$ cat config.mk
export PLATFORM = sky130hd
export DESIGN_NAME = vvs_coef
export DESIGN_NICKNAME = d
export VERILOG_FILES = /design/src/hw/rtl/vvs_coef.sv
export SDC_FILE = /design/constraint.sdc
export NUM_CORES = 2
export LEC_CHECK = 0
export ABC_AREA = 0
export BUFFER_PORTS_ARGS = -buffer_cell sky130_fd_sc_hd__buf_2
export CAP_MARGIN = 15
export CORE_MARGIN = 4
export CORE_UTILIZATION = 41
export CTS_CLUSTER_SIZE = 28
export DETAILED_ROUTE_END_ITERATION = 7
export PLACE_DENSITY = 0.67
export SLEW_MARGIN = 20
export SYNTH_ARGS = -nofsm -noshare
export SYNTH_HDL_FRONTEND = slang
export SYNTH_SLANG_ARGS = --single-unit
$ cat constraint.sdc
create_clock -name clock -period 15.7 [get_ports clock]
set_input_delay 0.785 -clock clock [delete_from_list [all_inputs] [get_ports clock]]
set_output_delay 0.785 -clock clock [all_outputs]
set_load 0.005 [all_outputs]
$ cat src/hw/rtl/vvs_coef.sv
// Shared correct-step gain pipeline: damping times time step times inverse mass.
module vvs_coef (
   input  logic        clock,
   input  logic        enable,
   input  logic [31:0] in_inv_mass,
   input  logic [15:0] time_step,
   input  logic [15:0] accel_damping,
   output logic [32:0] gain
);

   logic [31:0] cd_ff;
   logic [31:0] cd_in;
   logic [31:0] im1_ff;
   logic [48:0] gp_ff;
   logic [48:0] gp_in;
   logic [32:0] g_ff;

   assign cd_in = accel_damping * time_step;
   assign gp_in = cd_ff[31:15] * im1_ff;

   always_ff @(posedge clock) begin
      if (enable) begin
         cd_ff  <= cd_in;
         im1_ff <= in_inv_mass;
         gp_ff  <= gp_in;
         g_ff   <= gp_ff[48:16];
      end
   end

   assign gain = g_ff;

endmodule

; ---- After elaboration in Yosys (flattened, before gate mapping)
; Index checks and enable logic that the tools add are counted.
[classes]
multipliers = 2
[ops]
columns = cell, n
row1 = multiplier 17 x 32 -> 49 bit, 1
row2 = multiplier 16 x 16 -> 32 bit, 1
[totals]
output_inout_bits = 33
elab_cells = 6
inputBits = 66
reg_bits = 146

; ---- Logic depth before layout (Yosys ltp)
[logic_depth]
ltp_word = 1
mapped_depth = 24
mapped_depth_nobuf = 23

; ---- Least setup slack after synthesis
; Ideal clock, no wire load.
[synth_timing]
path_kind = input -> register
start = input port accel_damping[10]
end = register cd_ff[31] (data pin)
path_buffers = 1
path_slack_ns = 9.334
path_stages = 21
t_required_ns = 15.440
t_arrival_ns = 6.106
setup_ns = 0.260
path_cell_list = clkbuf_1 > nand2_1 > fa_1 > inv_1 > fa_1 > inv_1 > fa_1 > fa_1 > fa_1 > fa_1 > inv_1 > ha_1 > nand3_1 > or2_2 > a211o_1 > a31oi_1 > o2111ai_1 > a21oi_1 > or3_1 > a21oi_1 > xnor2_1
[synth_between]
elab_chain_cells = 1
[synth_lines]
columns = item, line
row1 = "start, declared", 7  ; input logic [15:0] accel_damping,
row2 = multiplier 16 x 16 -> 32 bit, 18  ; assign cd_in = accel_damping * time_step;
row3 = net cd_in[31], 12  ; logic [31:0] cd_in;
row4 = "end signal, assigned", 23  ; cd_ff <= cd_in;
row5 = "end, declared", 11  ; logic [31:0] cd_ff;
; The timed path passes the listed nets, and every way through them passes these cells.
; A chain may end at the register's enable or synchronous reset.

; ---- Final worst setup path
[layout_timing]
start = register im1_ff[7]
end = register gp_ff[48] (data pin)
[layout_between]
elab_chain_cells = 1
[layout_lines]
columns = item, line
row1 = "start, declared", 13  ; logic [31:0] im1_ff;
row2 = "start signal, assigned", 24  ; im1_ff <= in_inv_mass;
row3 = multiplier 17 x 32 -> 49 bit, 19  ; assign gp_in = cd_ff[31:15] * im1_ff;
row4 = net gp_in[48], 15  ; logic [48:0] gp_in;
row5 = "end signal, assigned", 25  ; gp_ff <= gp_in;
row6 = "end, declared", 14  ; logic [48:0] gp_ff;
; The timed path passes the listed nets, and every way through them passes these cells.

==> out/qor.yml <==
cp_max_fo: 17
setup_viol: 0
overflow: 0
synth-warning-count: 0
synth_cell_types: 51
worstPathRequired_ps: 15910
avgSynthCellArea_sq_um: 9.499
finalHoldViolCount: 0
core.rowCount: 95
post-cts-setup-buffer-count: 0
relSlewSlack_pct: 40.26
wl_met1_um: 26880
rsz0062_at_grt: "false"
cts_hold_buf: 0
maxCapViolations: 0
final_util_pct: 44.32
cts-root-buf: "clkbuf_16"
antenna_found_initial: 3
ys_seq_area_share_pct: 12.35
netlist.area_leader.share_pct: 45.81
fillerInstances: 6427
postSynthCellCount: 2944
period_share_pct: 46.06
cts_tree: "done"
htree_levels: 4
synth_area_sq_um: 27970
drcViolationCount: 0
final.min_clock_period_ps: 7231
synth_edf_count: 115
dr.pass1.iters: 5
die_height_um: 269.2
cp.arrival_ps: 7450
drive_gt1_share_pct: 5.341
wl_met2_um: 32210
drtIter0Drc: 1047
grtUsageTotal_pct: 18.93
min_path_type: "flop to flop"
antenna_left: 0
wl_met3_um: 4005
grt_pass1_vias: 21046
synthArstFlopShare_pct: 0
grt_max_degree: 61
hpwl_um: 50630
place.gp.congestion: 0.8433
fin_tns_setup_ps: 0
finalMaxSlewViolations: 0
cts-resized-gates: 0
worst_pin_slew_ps: 896.1
clk-insertion-delay-late_ps: 470
cts_buffers: 17
cts_sinks: 115
top_layer_used: "met5"
max_freq_ghz: 0.1383
synth_nets: 3872
wire_per_inst_um: 16.90
critPathKind: "flop to flop"
clock_skew_ps: 10.25
die_area_sq_um: 72450
status: "finished, final reports clean"
synth.area.top_cells: "fa_1 (46%), edfxtp_1 (12%), inv_1 (10%), ha_1 (9.9%), nand2_1 (7.1%)"
areaGrowthSynthToFinish_pct: 6.805
via_per_inst: 4.991
cp-start-kind: "flop"
core_sq_um: 67400
fp.dieW_um: 269.2
end_kind: "flop"
initial_core_util_pct: 41.49
nNetsFinal: 3892
ys_seq_elements: 115
synth_flop_cell: "edfxtp_1"
synth_top_area_cell: "fa_1"
cts_buffer_depth: 2
grt_pass1_wl_um: 109600
ios: 99
port_buffers: 98
finalWirelength_um: 65060
clkTransAtPathRegs_ps: 50
r2r_slack_ps: 8470
vias: 19220
-- synthesized netlist by cell type (all sizes together), types with 4 or more instances --
cell,number
or3,5
o21ai,26
edfxtp,115
a21oi,44
nand2b,7
a31oi,7
nor2,23
xnor2,31
nand4,10
ha,222
xor2,18
clkbuf,117
fa,640
and3,6
nor2b,6
and2,287
nor3,12
inv,767
a21o,19
o21bai,7
nand2,526
o21a,7
nand3,9
a211oi,4
-- routing by layer --
| metal | global-route usage [%] | vias to the layer above |
|---|---|---|
| met1 | 24.19 | 9896 |
| met4 | 6.743 | 4 |
| met5 | 0 | - |
| met2 | 32.72 | 599 |
| li1 | - | 8611 |
| met3 | 3.058 | 110 |
-- worst max-delay path, cell delays in order, from the launching register on --
cell,delay [ps]
edfxtp_1,810
nand2_1,180
fa_1,570
inv_1,50
fa_1,490
inv_1,50
fa_1,520
inv_1,50
fa_1,460
fa_1,500
inv_1,50
fa_1,480
inv_1,40
ha_1,310
and3_1,230
a31oi_1,670
a2111oi_4,230
o31ai_4,470
o21ai_2,150
or3_4,390
a31oi_2,180
xnor2_1,70
-- cell usage in the layout, fill, tap and decap left out, drive strengths merged, types with 12 or more instances in the layout --
cell / count
inv: 771
fa: 640
nand2: 526
and2: 287
ha: 222
buf: 118
edfxtp: 115
a21oi: 44
xnor2: 31
o21ai: 26
nor2: 23
a21o: 19
xor2: 18
clkbuf: 17
nor3: 12
-- cell families (layout without fill, tap and decap cells) --
logic type | after synthesis | count (layout) | synth area share (%)
AOI/OAI and AO/OA | 135 | 135 | 3.333
and+or+nand+nor | 898 | 898 | 15.14
buffers and inverters | 884 | 917 | 11.87
muxes | 1 | 1 | 0.03579
other | 0 | 1 | 0
adders and majority gates | 862 | 862 | 55.75
DFF | 115 | 115 | 12.35
xor gates and xnor gates | 49 | 49 | 1.535
-- layout make-up --
class / instances / area (sq um) / share of cell area (%)
antenna: 1 / 2.502 / 0.008378
clock buffer: 17 / 425.4 / 1.424
clock inverter: 15 / 178.9 / 0.5990
inverter: 767 / 2879 / 9.639
multi-input combinational: 1945 / 21190 / 70.96
sequential: 115 / 3453 / 11.56
tap: 873 / 1092 / 3.657
timing repair buffer: 118 / 643.1 / 2.153
-- sequential cells by signal, indices dropped and copies added (netlist names) --
name    count
im1_ff     32
gp_ff      33
gain       33
cd_ff      17
-- stage by stage --
stage | instance area, sq um | setup WS [ps] | std cells | hold slack (ps)
floorplan | 27970 | 9334 | 2944 | 400.3
global placement | 29260 | 8525 | 3818 | 400.6
detailed placement | 29260 | 8431 | 3818 | 405.2
CTS | 29870 | 8401 | 3850 | 418.8
global route | 29870 | 8089 | 3850 | 422.5
finish | 29870 | 8469 | 3851 | 416.8
-- worst paths after layout --
| kind | depth (start not counted) | endpoint | start |
|---|---|---|---|
| setup / recovery | 21 | gp_ff[48] | im1_ff[7] |
| hold / removal | 0 | gain[7] | gp_ff[23] |
| setup reg to reg | 21 | gp_ff[48] | im1_ff[7] |
| hold reg to reg | 0 | gain[7] | gp_ff[23] |
Power is left out: the tool's default activity adds up to more than one toggle a clock period on the data nets, which glitch-free logic cannot reach.
