File: src/hw/rtl/vvs_pkg.sv
// Shared types and constants of the velocity Verlet step block.
package vvs_pkg;

   localparam int NUM_AXES = 3;
   localparam int CSR_INDEX_WIDTH = 4;
   localparam int CSR_DATA_WIDTH = 16;

   localparam logic [CSR_INDEX_WIDTH-1:0] CSR_TIME_STEP     = 4'd0;
   localparam logic [CSR_INDEX_WIDTH-1:0] CSR_ACCEL_DAMPING = 4'd1;

   localparam logic [15:0] TIME_STEP_RESET     = 16'd655;
   localparam logic [15:0] ACCEL_DAMPING_RESET = 16'd16384;

   typedef enum logic {
      OP_PREDICT = 1'b0,
      OP_CORRECT = 1'b1
   } opcode_type;

   typedef struct packed {
      opcode_type         opcode;
      logic        [31:0] inv_mass;
      logic signed [31:0] vel_x;
      logic signed [31:0] vel_y;
      logic signed [31:0] vel_z;
      logic signed [31:0] force_x;
      logic signed [31:0] force_y;
      logic signed [31:0] force_z;
      logic signed [31:0] other_x;
      logic signed [31:0] other_y;
      logic signed [31:0] other_z;
   } req_word_type;

   typedef struct packed {
      logic signed [31:0] new_x;
      logic signed [31:0] new_y;
      logic signed [31:0] new_z;
      logic               saturated;
   } rsp_word_type;

endpackage

File: src/hw/rtl/vvs_merge.sv
// Merge of the lane results into one word, with output register and skid stage.
module vvs_merge (
   input  logic                  clock,
   input  logic                  reset,
   input  logic                  in_valid,
   input  logic signed [31:0]    lane_value [vvs_pkg::NUM_AXES],
   input  logic                  lane_sat   [vvs_pkg::NUM_AXES],
   output logic                  skid_full,
   output logic                  rsp_valid,
   input  logic                  rsp_stall,
   output vvs_pkg::rsp_word_type rsp_word
);

   vvs_pkg::rsp_word_type merged;
   vvs_pkg::rsp_word_type out_ff;
   vvs_pkg::rsp_word_type skid_ff;
   logic                  out_valid_ff;
   logic                  out_valid_in;
   logic                  skid_full_ff;
   logic                  skid_full_in;
   logic                  out_load;
   logic                  out_from_skid;
   logic                  skid_load;
   logic                  out_taken;

   assign merged.new_x     = lane_value[0];
   assign merged.new_y     = lane_value[1];
   assign merged.new_z     = lane_value[2];
   assign merged.saturated = lane_sat[0] | lane_sat[1] | lane_sat[2];

   assign out_taken = out_valid_ff & ~rsp_stall;

   always_comb begin
      out_valid_in  = out_valid_ff;
      skid_full_in  = skid_full_ff;
      out_load      = 1'b0;
      out_from_skid = 1'b0;
      skid_load     = 1'b0;
      if (skid_full_ff) begin
         if (out_taken) begin
            out_load      = 1'b1;
            out_from_skid = 1'b1;
            skid_full_in  = 1'b0;
         end
      end else if (in_valid) begin
         if (!out_valid_ff || !rsp_stall) begin
            out_load     = 1'b1;
            out_valid_in = 1'b1;
         end else begin
            skid_load    = 1'b1;
            skid_full_in = 1'b1;
         end
      end else if (out_taken) begin
         out_valid_in = 1'b0;
      end
   end

   always_ff @(posedge clock) begin
      if (reset) begin
         out_valid_ff <= 1'b0;
         skid_full_ff <= 1'b0;
      end else begin
         out_valid_ff <= out_valid_in;
         skid_full_ff <= skid_full_in;
      end
   end

   always_ff @(posedge clock) begin
      if (out_load) begin
         out_ff <= out_from_skid ? skid_ff : merged;
      end
      if (skid_load) begin
         skid_ff <= merged;
      end
   end

   assign skid_full = skid_full_ff;
   assign rsp_valid = out_valid_ff;
   assign rsp_word  = out_ff;

endmodule

File: config.mk
export PLATFORM = sky130hd
export DESIGN_NAME = vvs_merge
export DESIGN_NICKNAME = d
export VERILOG_FILES = /design/src/hw/rtl/vvs_pkg.sv /design/src/hw/rtl/vvs_merge.sv
export SDC_FILE = /design/constraint.sdc
export NUM_CORES = 1
export LEC_CHECK = 0
export ABC_AREA = 1
export BUFFER_PORTS_ARGS = -buffer_cell sky130_fd_sc_hd__buf_4
export CAP_MARGIN = 5
export CORE_ASPECT_RATIO = 1.25
export CORE_MARGIN = 3
export CORE_UTILIZATION = 30
export CTS_CLUSTER_SIZE = 24
export DETAILED_ROUTE_END_ITERATION = 10
export PLACE_DENSITY = 0.52
export SETUP_SLACK_MARGIN = 0.3
export SLEW_MARGIN = 20
export SYNTH_ARGS = -nofsm -noshare
export SYNTH_HDL_FRONTEND = slang
export SYNTH_SLANG_ARGS = --single-unit
File: constraint.sdc
create_clock -name clock -period 7.9 [get_ports clock]
set_clock_uncertainty 0.1 [all_clocks]
set_input_delay 0.395 -clock clock [delete_from_list [all_inputs] [get_ports clock]]
set_output_delay 0.395 -clock clock [all_outputs]
set_load 0.005 [all_outputs]
======== Word-level counts from Yosys, hierarchy flattened ========
Cells that the tools add are included.
storage, ports and cells
  output and inout bits ................... 99
  input port bits ......................... 103
  flip-flop bits (word level) ............. 196
  logic and storage cells ................. 35
operators by class
  bitwise gates (word level) .............. 5
  equality and inequality tests ........... 1
  reductions and logical operators ........ 5
  multiplexer cells ....................... 14
operators with widths
  cell                                           count
  2-to-1 mux 97 bit                              1
  2-to-1 mux 1 bit                               13
  AND reduction 3 bit                            1
  zero test 1 bit                                2
  != test 2 x 1 -> 1 bit, second input constant  1
  NOT 1 bit                                      2
  OR 1 bit                                       2
  nonzero test 2 bit                             1
  AND 1 bit                                      1
  logical OR 1 bit                               1

======== Longest topological paths before layout ========
Gate-level depths: netlist of the first run.
  depth in word-level cells ............... 5
  gate-level depth with buffers ........... 6
  mapped depth without buffers ............ 5

======== Least setup slack after synthesis of the first run ========
OpenSTA, ideal clock, no wires.
  kind .................................... register to register
  start point ............................. reg skid_full_ff, in the netlist skid_full
  end point ............................... reg out_ff, in the netlist rsp_word[0] (enable)
  stages on the path, launching flop included .. 3
  library setup time ...................... 584 ps
  path buffers ............................ 0
  clock period less this slack ............ 5,904 ps
  path slack .............................. 1,996 ps
  data required time ...................... 7,216 ps
  arrival ................................. 5,220 ps
  cell sequence ........................... dfxtp_1 -> nand2_1 -> a21oi_1
between the ends
  word-level cells in the longest chain between the ends .. 1
RTL lines
  element                   RTL line         source
  start: declaration        vvs_merge.sv:19  logic skid_full_ff;
  start signal: assignment  vvs_merge.sv:64  skid_full_ff <= skid_full_in;
  2-to-1 mux 1 bit          vvs_merge.sv:39  if (skid_full_ff) begin
  net out_load              vvs_merge.sv:21  logic out_load;
  end signal: assignment    vvs_merge.sv:70  out_ff <= out_from_skid ? skid_ff : merged;
  end: declaration          vvs_merge.sv:15  vvs_pkg::rsp_word_type out_ff;
The timed path passes the listed nets, and every way through them passes these cells.
A chain may end at the register's enable or synchronous reset.

======== Final worst setup path of the first run ========
  start point ............................. reg skid_full_ff, in the netlist skid_full
  end point ............................... reg out_ff, in the netlist rsp_word[64] (enable)
The elaborated chain is that of the path after synthesis.

==> impl_metrics.json, run 1 <==
{
  "hold_violations": 0,
  "path_common_cell": "buf_4",
  "cts_root_buf": "clkbuf_16",
  "final_nets": 837,
  "ioPinCount": 202,
  "cts.clk_slew.worst_paths_ns": 0.07,
  "vdd_drop_max_v": 0.0001385,
  "period_needed_ns": 2.483,
  "finalPower_mw": 2.199,
  "nFillCells": 2308,
  "place_congestion": 0.7135,
  "netlist.area_leader.share_pct": 76.17,
  "syn_avg_cell_area_um2": 14.43,
  "ys_seq_area_share_pct": 76.69,
  "die_y_um": 184.5,
  "worst_slew_pin_slew_ns": 1.049,
  "yosys-mux-area-fraction_pct": 0,
  "antenna_cells": 0,
  "status": "finished clean",
  "reg2reg_slack_ns": 5.42,
  "p_leak_nw": 4.261,
  "cp_slowest_stage_delay_ns": 0.71,
  "dpl.hpwl_um": 10080,
  "slew_violations": 0,
  "antenna_found_initial": 0,
  "first_iter_violations": 175,
  "overflow": 0,
  "cts_buffer_depth": 2,
  "die-width_um": 148.8,
  "routed-via-count": 4294,
  "rsz0062_at_grt": "false",
  "r2r_start": "skid_full$_SDFF_PP0_",
  "finalSetupTns_ns": 0,
  "ys_ff_latch": 196,
  "synth_xor_area_share_pct": 0,
  "area_growth_pct": 30.23,
  "p_per_area_mw_per_mm2": 220.7,
  "dr.pass1.iters": 4,
  "drc": 0,
  "vias_per_cell": 3.991,
  "start_util_pct": 30.91,
  "r2r_cells": 4,
  "synth_nets": 633,
  "path_cells": "nand2_1 -> a21oi_4 -> buf_4 -> buf_4",
  "htreeDepth": 4,
  "drv_cap": 0,
  "core_mm2": 0.02474,
  "layout_commonest_cell": "buf_4",
  "place_area_mm2": 0.009415,
  "fmax_mhz": 402.7,
  "synth_compound_area_share_pct": 9.913,
  "cts-resized-gates": 0,
  "grt_pass1_wl_um": 23120,
  "ys_types": 13,
  "start_kind": "flop",
  "postCtsSetupBuffers": 0,
  "hp-class": "in -> reg",
  "end_kind": "flop",
  "post_drt_wl_per_cell_um": 13.80,
  "post-route-util_pct": 40.26,
  "layout_common_cells": "buf_4 (206), edfxtp_1 (194), nand2_1 (105)",
  "crit_type": "reg -> reg",
  "synth_area_mm2": 0.007649,
  "rows": 64,
  "cp.arrival_ns": 2.43,
  "die_area_mm2": 0.02746,
  "yosys.area.top_type": "edfxtp_1",
  "yosys-top-cells-area": "edfxtp_1 (76%), o21ai_2 (8.0%), inv_1 (5.2%), nand2_1 (5.2%), buf_6 (2.7%)",
  "r2r-end": "rsp_word[64]$_DFFE_PP_",
  "cp_slowest_cell": "buf_4",
  "tritoncts": "built",
  "drive_above_1_share_pct": 41.55,
  "clkSinkCount": 196,
  "relSlewSlack_pct": 30.08,
  "ctsHoldBuffers": 0,
  "grt_pass1_vias": 4296,
  "clk_latency_ns": 0.42,
  "stdcell_area_mm2": 0.009961,
  "finalCritPeriodShare_pct": 31.44,
  "setup_viol": 0,
  "io_buffers": 201,
  "grt_use_total_pct": 10.88,
  "crit_end": "rsp_word[64]$_DFFE_PP_",
  "crit_fanout": 56,
  "yosysWarnings": 0,
  "synthSimpleGateAreaFrac_pct": 5.447,
  "synth_top_family_by_area": "compound AO/OA/AOI/OAI gates",
  "drt-total-wl_um": 14850,
  "numCtsBuffers": 17,
  "worstPathRequired_ns": 7.85,
  "grt_max_degree": 97,
  "worst_hold_slack_ns": 0.04675,
  "final_antenna_net_count": 0,
  "crit_path_start": "skid_full$_SDFF_PP0_",
  "postSynthCellCount": 530,
  "synthAdderAreaFrac_pct": 0
}
cells by family (layout without fill, tap and decap cells):
| group | Yosys count | after routing |
|---|---|---|
| flip-flops | 196 | 196 |
| AND/OR/NAND/NOR | 109 | 109 |
| buffers and inverters | 126 | 342 |
| AO/OA/AOI/OAI | 99 | 99 |
Yosys cell counts:
cell / count
o21ai_2: 70
nor2_1: 2
o21ai_0: 4
nand3_2: 1
inv_1: 105
buf_6: 18
clkbuf_1: 3
nand3_1: 1
edfxtp_1: 194
dfxtp_1: 2
o21ai_1: 23
nand2_1: 105
a21oi_1: 2
area by class of cell:
type	count	area, µm²	share of cell area [%]
Inverter	105	396.6	3.982
Multi-Input combinational cell	208	1194	11.98
Clock buffer	17	425.4	4.271
Sequential cell	196	5866	58.89
Clock inverter	14	120.1	1.206
Tap cell	330	412.9	4.145
Timing Repair Buffer	206	1546	15.53
per-stage QoR:
step	cells	worst slack, ns
6_report	1076	5.417
3_3_place_gp	1045	5.357
3_5_place_dp	1045	5.326
5_1_grt	1076	5.196
4_1_cts	1076	5.333
2_1_floorplan	530	1.996
state kept, by name, indices dropped and copies added (netlist names):
register and count:
skid_ff 97, skid_full 1, rsp_word 97, rsp_valid 1
layer usage:
layer	routed length (µm)	track usage, %
met5	0	0
met4	165	3.407
met3	1081	3.615
met2	7468	18.91
met1	6132	12.79
how the worst min path moves through the flow:
stage	start	end	slack, ns	cells after the start
CTS	reset	skid_full$_SDFF_PP0_	0.02	2
global route	reset	skid_full$_SDFF_PP0_	0.03	2
detailed placement	skid_ff[54]$_DFFE_PP_	rsp_word[54]$_DFFE_PP_	0.46	2
floorplan	reset	skid_full$_SDFF_PP0_	0.36	1
finish	reset	skid_full$_SDFF_PP0_	0.05	2
global placement	skid_full$_SDFF_PP0_	skid_full$_SDFF_PP0_	0.44	2
report_power, final:
part / switching [mW] / internal [mW]
clock: 0.396 / 0.412
sequential: 0.0149 / 1.20
combinational: 0.0826 / 0.0914
total: 0.493 / 1.71
worst max-delay path, delay by kind of cell (launching register included):
kind                   cells  cell delay (ns)
AOI/OAI and AO/OA          1             0.16
and+or+nand+nor            1             0.16
buffers and inverters      2             1.16
DFF                        1             0.45
No activity file was read; power rests on OpenSTA's default activity.
==> run 2, diff against run 1 <==
- ABC_AREA: 1 -> 0
- PLACE_DENSITY: 0.52 -> 0.53
- clock period: 7.9 -> 2.3 ns (I/O delays scaled with it)
==> impl_metrics.json, run 2 <==
{
  "tritoncts": "built",
  "yosys-mux-area-fraction_pct": 16.70,
  "synth_area_mm2": 0.007214,
  "end_kind": "flop",
  "post_drt_wl_per_cell_um": 16.30,
  "netSwitchingFraction_pct": 21.57,
  "cp_slowest_cell": "dlygate4sd3_1",
  "layout_common_cells": "buf_4 (203), edfxtp_1 (194), dlygate4sd3_1 (104)",
  "core_mm2": 0.02335,
  "drc": 0,
  "period_needed_ns": 1.888,
  "dr.pass1.iters": 4,
  "final_nets": 742,
  "cts_root_buf": "clkbuf_16",
  "hp-start": "rsp_stall",
  "syn_avg_cell_area_um2": 22.90,
  "rsz0062_at_grt": "false",
  "htreeDepth": 4,
  "numCtsBuffers": 17,
  "die-width_um": 144.7,
  "yosysWarnings": 0,
  "grt_pass1_wl_um": 23740,
  "cts_buffer_depth": 2,
  "setup_viol": 0,
  "grt_pass1_vias": 4404,
  "cp_slowest_stage_delay_ns": 0.56,
  "synth_top_flop_cell": "edfxtp_1",
  "worst_slew_pin_slew_ns": 0.4917,
  "synthSimpleGateAreaFrac_pct": 0.6417,
  "antenna_found_initial": 3,
  "synth_common_cells": "edfxtp_1 (194), mux2_2 (67), mux2_4 (30)",
  "start_util_pct": 30.90,
  "hold_violations": 0,
  "start_kind": "input port",
  "ys_types": 16,
  "ioPinCount": 202,
  "p_comb_share_pct": 9.9,
  "hp-class": "in -> reg",
  "ys_seq_area_share_pct": 81.30,
  "netSwitchingPower_mw": 1.691,
  "pwr-share-clk_pct": 36.6,
  "worstPathRequired_ns": 2.37,
  "clk_latency_ns": 0.42,
  "routed-via-count": 4095,
  "grt_max_degree": 39,
  "place_inst": 836,
  "clkSinkCount": 196,
  "relSlewSlack_pct": 67.14,
  "rows": 62,
  "layout_commonest_cell": "buf_4",
  "yosys-top-cells-area": "edfxtp_1 (81%), mux2_2 (10%), mux2_4 (6.2%), buf_6 (0.62%), dfxtp_1 (0.55%)",
  "die_area_mm2": 0.02596,
  "worst_hold_slack_ns": 0.1100,
  "cp_num_buf_inv": 3,
  "overflow": 0,
  "final_antenna_net_count": 0,
  "ys_ff_latch": 196,
  "netlist.area_leader.share_pct": 80.75,
  "cts.clk_slew.worst_paths_ns": 0.07,
  "finalCritPeriodShare_pct": 82.07,
  "area_growth_pct": 50.61,
  "postSynthCellCount": 315,
  "synth_xor_area_share_pct": 0,
  "seq_power_share_pct": 53.5,
  "vias_per_cell": 4.209,
  "cts-resized-gates": 0,
  "cp.arrival_ns": 1.96,
  "fmax_mhz": 529.8,
  "crit_fanout": 2,
  "io_buffers": 201,
  "yosys.area.top_type": "edfxtp_1",
  "first_iter_violations": 144,
  "synthAdderAreaFrac_pct": 0,
  "synth_compound_area_share_pct": 0.3122,
  "async_flop_share_pct": 0,
  "path_cells": "dlygate4sd3_1 -> buf_4 -> or3_1 -> dlygate4sd3_1 -> mux2_2",
  "synth_top_family_by_area": "multiplexers",
  "synth-edff-count": 194,
  "drive_above_1_share_pct": 52.76,
  "dpl.hpwl_um": 10390,
  "yosysMostFrequentCell": "edfxtp_1",
  "p_per_area_mw_per_mm2": 721.5,
  "crit_family": "buffers and inverters",
  "crit_type": "in -> reg",
  "r2r_start": "rsp_valid$_SDFFE_PP0P_",
  "drv_cap": 0,
  "crit_path_start": "lane_sat[2]",
  "nFillCells": 1997,
  "place_congestion": 0.7124,
  "status": "finished clean",
  "grt_use_total_pct": 11.98,
  "vdd_drop_max_v": 0.0005576,
  "slew_violations": 0,
  "drt-total-wl_um": 15860,
  "path_common_cell": "dlygate4sd3_1",
  "synth_nets": 418,
  "p_leak_nw": 4.204,
  "power.internal_mw": 6.149,
  "fin_cells": 973,
  "die_y_um": 179.4
}
run 2: cell types whose count changed after synthesis, sizes merged, moves of 3 or more:
cell / change
clkbuf: -3
nand2: -103
mux2: +97
inv: -105
o21ai: -96
buf: -8
run 2: worst reg2reg max path, cell delays in order (launching register included):
cell	delay, ns
dfxtp_2	0.42
nand2_1	0.12
a21boi_4	0.44
buf_4	0.39
run 2: worst paths after layout:
check | endpoint | slack, ns | cells past startpoint
worst min register to register | rsp_word[85]$_DFFE_PP_ | 0.45 | 1
worst max register to register | rsp_word[86]$_DFFE_PP_ | 0.50 | 3
worst min-delay path | skid_ff[49]$_DFFE_PP_ | 0.11 | 3
worst max-delay path | rsp_word[0]$_DFFE_PP_ | 0.41 | 5
run 2: stage by stage:
stage | power (mW) | cell area (µm²) | setup slack (ns) | TNS (ns) | util, %
after global routing | 8.156 | 10870 | 0.4015 | 0 | 46.53
final | 7.840 | 10870 | 0.4125 | 0 | 46.53
after detailed placement | 4.922 | 9264 | 0.4759 | 0 | 39.67
after floorplan | 4.473 | 7246 | -0.4217 | -54.89 | -
after global placement | 4.907 | 9264 | 0.5238 | 0 | 39.67
after CTS | 7.963 | 10860 | 0.4409 | 0 | 46.52
run 2: kinds of logic (layout without fill, tap and decap cells):
logic type,count (synthesis),in the layout
flops,196,196
mux,97,97
buf+inv,10,347
simple gates,8,8
compound gates,4,4
other cells,0,1
run 2: timing repair:
action | in CTS | in global routing
setup buffers | 0 | 0
hold buffers | 104 | 0
endpoints found under the hold margin | 195 | 0
run 2: per-layer routing:
layer,global-route usage (%),vias up,wire (µm)
met5,0,-,21
met4,3.266,4,123
met3,4.221,11,987
met2,20.11,129,8086
met1,14.71,2044,6640
li1,-,1907,-
run 2: power groups by stage:
stage / clock network (mW) / registers, mW / logic [mW]
6_report: 2.87 / 4.19 / 0.776
3_5_place_dp: 0 / 4.28 / 0.646
3_3_place_gp: 0 / 4.27 / 0.633
2_1_floorplan: 0 / 4.29 / 0.186
4_1_cts: 2.97 / 4.20 / 0.793
5_1_grt: 3.10 / 4.21 / 0.843
run 2: cell type report:
type,count,area [µm²],share of cell area [%]
flip-flops and latches,196,5868,54.01
repair buffers,315,2725,25.08
clock buffers,20,436.7,4.019
diodes,1,2.502,0.02303
well taps,320,400.4,3.685
multi-input cells,109,1311,12.07
clock inverters,12,121.4,1.117
